===== src/rtl/core/srfc_pkg.sv =====
// Shared definitions for the serial receive flow controller.
// Holds the FIFO geometry, the operation and mode codes, the register
// indexes and the packed result beat layout; depends on nothing.
`timescale 1ns / 1ps

package srfc_pkg;

    localparam int FIFO_DEPTH = 256;
    localparam int ADDR_W     = $clog2(FIFO_DEPTH);
    localparam int COUNT_W    = $clog2(FIFO_DEPTH + 1);
    localparam int MARK_W     = 9;
    localparam int CFG_IDX_W  = 2;
    localparam int CFG_DATA_W = 9;
    localparam int IN_DATA_W  = 16;
    localparam int IN_USER_W  = 2;
    localparam int OUT_DATA_W = 32;

    localparam logic [7:0] XON_BYTE  = 8'd17;
    localparam logic [7:0] XOFF_BYTE = 8'd19;

    localparam logic [CFG_IDX_W-1:0] CFG_FLOW_MODE = 2'd0;
    localparam logic [CFG_IDX_W-1:0] CFG_HIGH_MARK = 2'd1;
    localparam logic [CFG_IDX_W-1:0] CFG_LOW_MARK  = 2'd2;

    localparam logic [MARK_W-1:0] HIGH_MARK_RESET = 9'd192;
    localparam logic [MARK_W-1:0] LOW_MARK_RESET  = 9'd64;

    typedef enum logic [1:0] {
        OP_RX   = 2'd0,
        OP_POP  = 2'd1,
        OP_POLL = 2'd2,
        OP_NOP  = 2'd3
    } op_t;

    typedef enum logic [1:0] {
        MODE_NONE     = 2'd0,
        MODE_RTS_CTS  = 2'd1,
        MODE_DTR_DSR  = 2'd2,
        MODE_XON_XOFF = 2'd3
    } flow_mode_t;

    // First member sits in the highest bits, so the list runs from the top down.
    typedef struct packed {
        logic               pad;
        logic               overflow;
        logic [COUNT_W-1:0] fill_level;
        logic [7:0]         pop_data;
        logic               pop_valid;
        logic               can_transmit;
        logic               dtr_level;
        logic               rts_level;
        logic [7:0]         ctrl_byte;
        logic               ctrl_valid;
    } result_t;

endpackage


===== src/rtl/core/srfc_rx_fifo_mem.sv =====
// Storage array of the receive FIFO with one write port and one
// registered read port. Uses srfc_pkg for the depth and address width.
`timescale 1ns / 1ps

module srfc_rx_fifo_mem
(
    input  logic                       clk,
    input  logic                       wr_en,
    input  logic [srfc_pkg::ADDR_W-1:0] wr_addr,
    input  logic [7:0]                 wr_data,
    input  logic                       rd_en,
    input  logic [srfc_pkg::ADDR_W-1:0] rd_addr,
    output logic [7:0]                 rd_data
);
    import srfc_pkg::*;

    logic [7:0] mem [FIFO_DEPTH];
    logic [7:0] rd_data_reg;

    always_ff @(posedge clk)
    begin
        if (wr_en)
        begin
            mem[wr_addr] <= wr_data;
        end
    end

    always_ff @(posedge clk)
    begin
        if (rd_en)
        begin
            rd_data_reg <= mem[rd_addr];
        end
    end

    assign rd_data = rd_data_reg;

endmodule


===== src/rtl/core/serial_receive_flow_control.sv =====
// Top level of the serial receive flow controller: stream ports, the
// configuration registers, the FIFO pointers, the flow flags and the result pipeline.
// Depends on srfc_pkg and srfc_rx_fifo_mem.
`timescale 1ns / 1ps

// The block takes one beat per clock cycle unless m_tready holds the output,
// and returns exactly one result beat for each via the s1 and output registers;
// the registered read port of the 256-byte receive FIFO memory is read beside
// s1. Flow state is updated at acceptance, so a new beat may enter before earlier
// results leave. Write the mode and the marks only while no beat is in flight.

module serial_receive_flow_control
(
    input  logic                            clk,
    input  logic                            rst_n,
    input  logic                            s_tvalid,
    output logic                            s_tready,
    // rx_byte [7:0], rx_enabled [8], cts_pin [9], dsr_pin [10], zero [15:11]
    input  logic [srfc_pkg::IN_DATA_W-1:0]  s_tdata,
    // operation [1:0]
    input  logic [srfc_pkg::IN_USER_W-1:0]  s_tuser,
    output logic                            m_tvalid,
    input  logic                            m_tready,
    // ctrl_valid [0], ctrl_byte [8:1], rts_level [9], dtr_level [10],
    // can_transmit [11], pop_valid [12], pop_data [20:13], fill_level [29:21],
    // overflow [30], zero [31]
    output logic [srfc_pkg::OUT_DATA_W-1:0] m_tdata,
    input  logic                            cfg_valid,
    output logic                            cfg_ready,
    input  logic [srfc_pkg::CFG_IDX_W-1:0]  cfg_index,
    input  logic [srfc_pkg::CFG_DATA_W-1:0] cfg_data
);
    import srfc_pkg::*;

    flow_mode_t         flow_mode_reg;
    logic [MARK_W-1:0]  high_mark_reg;
    logic [MARK_W-1:0]  low_mark_reg;

    logic [ADDR_W-1:0]  rd_ptr_reg, rd_ptr_next;
    logic [ADDR_W-1:0]  wr_ptr_reg, wr_ptr_next;
    logic [COUNT_W-1:0] count_reg, count_next;
    logic [COUNT_W-1:0] prev_level_reg, prev_level_next;
    logic               stopped_reg, stopped_next;
    logic               paused_reg, paused_next;

    logic               s1_valid_reg;
    result_t            s1_reg, s1_next;
    logic               out_valid_reg;
    result_t            out_reg, out_next;

    logic               in_fire;
    logic               out_load;
    logic               store;
    logic               take;
    logic [7:0]         mem_rd_data;

    op_t                op;
    logic [7:0]         rx_byte;
    logic               rx_enabled;
    logic               cts_pin;
    logic               dsr_pin;

    assign op         = op_t'(s_tuser);
    assign rx_byte    = s_tdata[7:0];
    assign rx_enabled = s_tdata[8];
    assign cts_pin    = s_tdata[9];
    assign dsr_pin    = s_tdata[10];

    assign out_load = s1_valid_reg && (!out_valid_reg || m_tready);
    assign s_tready = !s1_valid_reg || out_load;
    assign in_fire  = s_tvalid && s_tready;
    assign m_tvalid = out_valid_reg;
    assign m_tdata  = out_reg;
    assign cfg_ready = 1'b1;

    always_ff @(posedge clk or negedge rst_n)
    begin
        if (!rst_n)
        begin
            flow_mode_reg <= MODE_NONE;
            high_mark_reg <= HIGH_MARK_RESET;
            low_mark_reg  <= LOW_MARK_RESET;
        end
        else if (cfg_valid)
        begin
            case (cfg_index)
                CFG_FLOW_MODE: flow_mode_reg <= flow_mode_t'(cfg_data[1:0]);
                CFG_HIGH_MARK: high_mark_reg <= cfg_data[MARK_W-1:0];
                CFG_LOW_MARK:  low_mark_reg  <= cfg_data[MARK_W-1:0];
                default:       ;
            endcase
        end
    end

    always_comb
    begin
        rd_ptr_next     = rd_ptr_reg;
        wr_ptr_next     = wr_ptr_reg;
        count_next      = count_reg;
        prev_level_next = prev_level_reg;
        stopped_next    = stopped_reg;
        paused_next     = paused_reg;
        store           = 1'b0;
        take            = 1'b0;
        s1_next         = '0;

        if (in_fire)
        begin
            case (op)
                OP_RX:
                begin
                    if (rx_enabled)
                    begin
                        if (flow_mode_reg == MODE_XON_XOFF && rx_byte == XON_BYTE)
                        begin
                            paused_next = 1'b0;
                        end
                        else if (flow_mode_reg == MODE_XON_XOFF && rx_byte == XOFF_BYTE)
                        begin
                            paused_next = 1'b1;
                        end
                        else if (count_reg == COUNT_W'(FIFO_DEPTH))
                        begin
                            s1_next.overflow = 1'b1;
                        end
                        else
                        begin
                            store       = 1'b1;
                            wr_ptr_next = wr_ptr_reg + 1'b1;
                            count_next  = count_reg + 1'b1;
                            if (!stopped_reg && count_reg < high_mark_reg
                                && count_next >= high_mark_reg)
                            begin
                                stopped_next = 1'b1;
                                if (flow_mode_reg == MODE_XON_XOFF)
                                begin
                                    s1_next.ctrl_valid = 1'b1;
                                    s1_next.ctrl_byte  = XOFF_BYTE;
                                end
                            end
                        end
                    end
                end
                OP_POP:
                begin
                    if (count_reg != '0)
                    begin
                        take              = 1'b1;
                        s1_next.pop_valid = 1'b1;
                        rd_ptr_next       = rd_ptr_reg + 1'b1;
                        count_next        = count_reg - 1'b1;
                    end
                end
                OP_POLL:
                begin
                    if (stopped_reg && prev_level_reg > low_mark_reg
                        && count_reg <= low_mark_reg)
                    begin
                        stopped_next = 1'b0;
                        if (flow_mode_reg == MODE_XON_XOFF)
                        begin
                            s1_next.ctrl_valid = 1'b1;
                            s1_next.ctrl_byte  = XON_BYTE;
                        end
                    end
                    prev_level_next = count_reg;
                end
                default: ;
            endcase
        end

        case (flow_mode_reg)
            MODE_RTS_CTS:  s1_next.can_transmit = !cts_pin;
            MODE_DTR_DSR:  s1_next.can_transmit = !dsr_pin;
            MODE_XON_XOFF: s1_next.can_transmit = !paused_next;
            default:       s1_next.can_transmit = 1'b1;
        endcase
        s1_next.rts_level  = (flow_mode_reg == MODE_RTS_CTS) && stopped_next;
        s1_next.dtr_level  = (flow_mode_reg == MODE_DTR_DSR) ? stopped_next : 1'b1;
        s1_next.fill_level = count_next;
    end

    always_ff @(posedge clk or negedge rst_n)
    begin
        if (!rst_n)
        begin
            rd_ptr_reg     <= '0;
            wr_ptr_reg     <= '0;
            count_reg      <= '0;
            prev_level_reg <= '0;
            stopped_reg    <= 1'b0;
            paused_reg     <= 1'b0;
        end
        else
        begin
            rd_ptr_reg     <= rd_ptr_next;
            wr_ptr_reg     <= wr_ptr_next;
            count_reg      <= count_next;
            prev_level_reg <= prev_level_next;
            stopped_reg    <= stopped_next;
            paused_reg     <= paused_next;
        end
    end

    srfc_rx_fifo_mem u_mem
    (
        .clk     (clk),
        .wr_en   (store),
        .wr_addr (wr_ptr_reg),
        .wr_data (rx_byte),
        .rd_en   (take),
        .rd_addr (rd_ptr_reg),
        .rd_data (mem_rd_data)
    );

    always_ff @(posedge clk or negedge rst_n)
    begin
        if (!rst_n)
        begin
            s1_valid_reg  <= 1'b0;
            out_valid_reg <= 1'b0;
        end
        else
        begin
            if (in_fire)
            begin
                s1_valid_reg <= 1'b1;
            end
            else if (out_load)
            begin
                s1_valid_reg <= 1'b0;
            end

            if (out_load)
            begin
                out_valid_reg <= 1'b1;
            end
            else if (m_tready)
            begin
                out_valid_reg <= 1'b0;
            end
        end
    end

    always_comb
    begin
        out_next          = s1_reg;
        out_next.pop_data = s1_reg.pop_valid ? mem_rd_data : 8'd0;
    end

    always_ff @(posedge clk)
    begin
        if (in_fire)
        begin
            s1_reg <= s1_next;
        end
        if (out_load)
        begin
            out_reg <= out_next;
        end
    end

    // The byte count never exceeds the FIFO depth.
    assert property (@(posedge clk) disable iff (!rst_n)
        count_reg <= COUNT_W'(FIFO_DEPTH))
        else $error("receive FIFO count beyond depth");

    // The pointer distance always agrees with the byte count.
    assert property (@(posedge clk) disable iff (!rst_n)
        ADDR_W'(wr_ptr_reg - rd_ptr_reg) == count_reg[ADDR_W-1:0])
        else $error("receive FIFO pointers disagree with count");

    // A dropped byte is reported only with a full FIFO and no pop.
    assert property (@(posedge clk) disable iff (!rst_n)
        (m_tvalid && out_reg.overflow) |->
        (out_reg.fill_level == COUNT_W'(FIFO_DEPTH) && !out_reg.pop_valid))
        else $error("overflow reported without a full FIFO");

    // A flow control beat always carries XON or XOFF.
    assert property (@(posedge clk) disable iff (!rst_n)
        (m_tvalid && out_reg.ctrl_valid) |->
        (out_reg.ctrl_byte == XON_BYTE || out_reg.ctrl_byte == XOFF_BYTE))
        else $error("flow control beat with an unknown byte");

endmodule

===== config.mk =====
export PLATFORM = sky130hd
export DESIGN_NAME = serial_receive_flow_control
export DESIGN_NICKNAME = d
export VERILOG_FILES = /design/src/rtl/core/srfc_pkg.sv /design/src/rtl/core/srfc_rx_fifo_mem.sv /design/src/rtl/core/serial_receive_flow_control.sv
export SDC_FILE = /design/constraint.sdc
export NUM_CORES = 2
export LEC_CHECK = 0
export BUFFER_PORTS_ARGS = -buffer_cell sky130_fd_sc_hd__clkbuf_2
export CAP_MARGIN = 20
export CORE_UTILIZATION = 25
export DETAILED_ROUTE_END_ITERATION = 6
export PLACE_DENSITY = 0.5
export RECOVER_POWER = 25
export SKIP_CTS_REPAIR_TIMING = 1
export SLEW_MARGIN = 20
export SYNTH_ARGS = -nofsm -noshare
export SYNTH_HDL_FRONTEND = slang
export SYNTH_SLANG_ARGS = --single-unit

===== constraint.sdc =====
create_clock -name clk -period 5.6 [get_ports clk]
set_input_delay 0 -clock clk [delete_from_list [all_inputs] [get_ports clk]]
set_output_delay 0 -clock clk [all_outputs]
set_load 0.03 [all_outputs]

==> metrics <==
Final Hold Fails 1; DRT antenna net count 0; commonest non-fill, non-tap cells in the layout edfxtp_1, mux4_2, nor2_1, clkbuf_16, mux2i_1; Post-Synth XOR/XNOR Area 0.227%; setup TNS 0 ns; I/O pins 69; Non-Filler Instances 9108; Ys Warns 0; Detailed Route WL 250000 um; Yosys top cell by area edfxtp_1; CTS Buf Count 221; dpl cells 8666; CP max FO 9; largest net degree at the start of global routing 149; worst path required time 6.05 ns; Rel. slew slack -213%; Initial Util 25.2%; combinational family with the most area after synthesis multiplexers; Max Freq 203 MHz; antenna violations before repair 13; Slew Viols, Final 927; CTS tree yes; fraction of layout cells with a size suffix above 1 21.9%; worst-case vdd ir drop 0.284 mV; post-synth cell types 83; max-cap violations 14; H-tree levels 4; CP Data Arrival Time 5.37 ns; DRT Pass-1 Iters 6; mux contribution to synthesized area 14.5%; Worst-Skew Late Latency 0.91 ns; Clock transition at path regs 0.06 ns; Synth Flop Type edfxtp_1; Crit. End Element register; Post-Syn Area 84900 sq um; Synth async-reset ratio 2.69%; Worst Skew 0.103 ns; RSZ-0062 raised after global routing no; largest cells by area after synthesis edfxtp_1, mux4_2, mux2i_1, dfrtp_1, nor2_1; post-synthesis compound-gate area fraction 3.72%; number of DRC markers in iteration 0 4502; vias in the first global route 43000; gpl congestion 0.837; chip width 585 um; post-synth top area share 74.1%; fill count 33100; Total GRT Usage 14.2%; area of the multi-input gates 18900 sq um; Worst-Margin Slew 4.70 ns; status complete, but fails checks; row cnt 213; CTS sink count 2154; Nets 4493; register area 64400 sq um; post-synthesis area per instance 20.2 sq um; worst hold slack -0.000547 ns; core area 337000 sq um; full die area 342000 sq um; number of synthesized flops with an enable pin 2096; die height 585 um; Largest register FFs 2048; Hold WC Path Type input port to register; Area growth syn-to-layout 15.4%; simple-gate area share of the yosys netlist 3.02%; synthesis-stage register bit count 2154; Port Buffers 56; commonest non-fill, non-tap cell in the layout edfxtp_1; drt drc 0; Via Count 43300; adder-cell share of the synthesized area 0.633%; largest register by flop count u_mem.mem; failing checks hold timing, capacitance limit, slew limit; sequential fraction of the synthesis area 75.8%; fin crit share 87.8%; clk root buf clkbuf_16; cells after synthesis 4197; vias per inst 4.75; utilization after layout 29.1%; DP HPWL 155000 um; global-route wire length before repair 346000 um; routed len/inst 27.4 um; maximum root-to-sink buffer count 4; grt total ovfl 0; final setup fails 0; Tmin final 4.92 ns; crit path kind register to register; Worst setup SP type register; Lkg Pwr 30.4 nW; Power per Cell Area 453 nW/um^2
[worst max-delay path, stage by stage, from the launching register on]
cell	delay [ns]
dfrtp_1	0.53
inv_1	0.17
ha_1	0.26
nor3b_1	0.18
nand4_1	0.21
and3b_1	0.54
buf_4	0.28
and4_1	0.34
nand2_1	0.72
buf_4	0.50
nor2_1	0.75
[worst paths after layout]
check                             start                 to  slack (ns)  cells after the start
setup / recovery           count_reg[0]  u_mem.mem[188][1]        0.68                     10
hold / removal              cfg_data[8]   high_mark_reg[8]     -0.0005                      3
setup reg to reg           count_reg[0]  u_mem.mem[188][1]        0.68                     10
hold reg to reg            out_next[10]        m_tdata[10]        0.42                      0
max in group asynchronous         rst_n      rd_ptr_reg[0]        1.34                      4
min in group asynchronous         rst_n           m_tvalid        1.61                      4
[layer usage]
metal	vias up	part of all wire, %	wire length, um	track usage (%)
met5	-	0.016	40	0
met1	23400	44	109000	20.1
met3	388	7.3	18200	2.72
met4	6	3.1	7690	4.08
met2	1693	46	115000	22.3
li1	17800	-	-	-
[cell families after synthesis]
| logic type | after synthesis |
|---|---|
| xor gates and xnor gates | 22 |
| and+or+nand+nor | 575 |
| AOI/OAI and AO/OA | 442 |
| DFF | 2154 |
| buffers and inverters | 284 |
| adders and majority gates | 43 |
| other | 2 |
| muxes | 675 |
[final cells by class]
type / count / area share (%)
clock buffers: 265 / 5.84
inverters: 33 / 0.129
multi-input cells: 1764 / 19.3
well taps: 4515 / 5.76
clock inverters: 134 / 1.25
flip-flops and latches: 2154 / 65.7
repair buffers: 242 / 2.05
diodes: 1 / 0.00255
[synthesized netlist by cell type (all sizes together), types with 19 or more instances]
cell type / number
o221ai: 19
edfxtp: 2096
buf: 150
o22ai: 31
nand2: 113
and2: 19
inv: 33
mux2i: 200
ha: 43
a211oi: 28
o21ai: 47
dfrtp: 55
a21oi: 84
mux4: 444
nor2: 296
nand3: 33
a221oi: 52
a22oi: 72
nor3: 21
clkbuf: 101
mux2: 31
[report_power, final]
group,total [mW],internal (mW),switching [mW]
clock network,14.5,8.19,6.27
logic,11.5,4.65,6.89
registers,18.4,17.9,0.528
[metrics by stage]
| stage | setup WS (ns) | power [mW] | hold slack [ns] | instance area [sq um] |
|---|---|---|---|---|
| after floorplan | 2.01 | 26.1 | -0.296 | 85000 |
| after global placement | 0.624 | 30.3 | 0.212 | 90800 |
| after detailed placement | 0.732 | 30.3 | 0.220 | 90800 |
| after CTS | 0.664 | 44.8 | -0.710 | 97700 |
| after global routing | 0.351 | 45.8 | 0.00514 | 98100 |
| final | 0.683 | 44.4 | -0.000547 | 98100 |
Power figures use the tool's default switching activity.
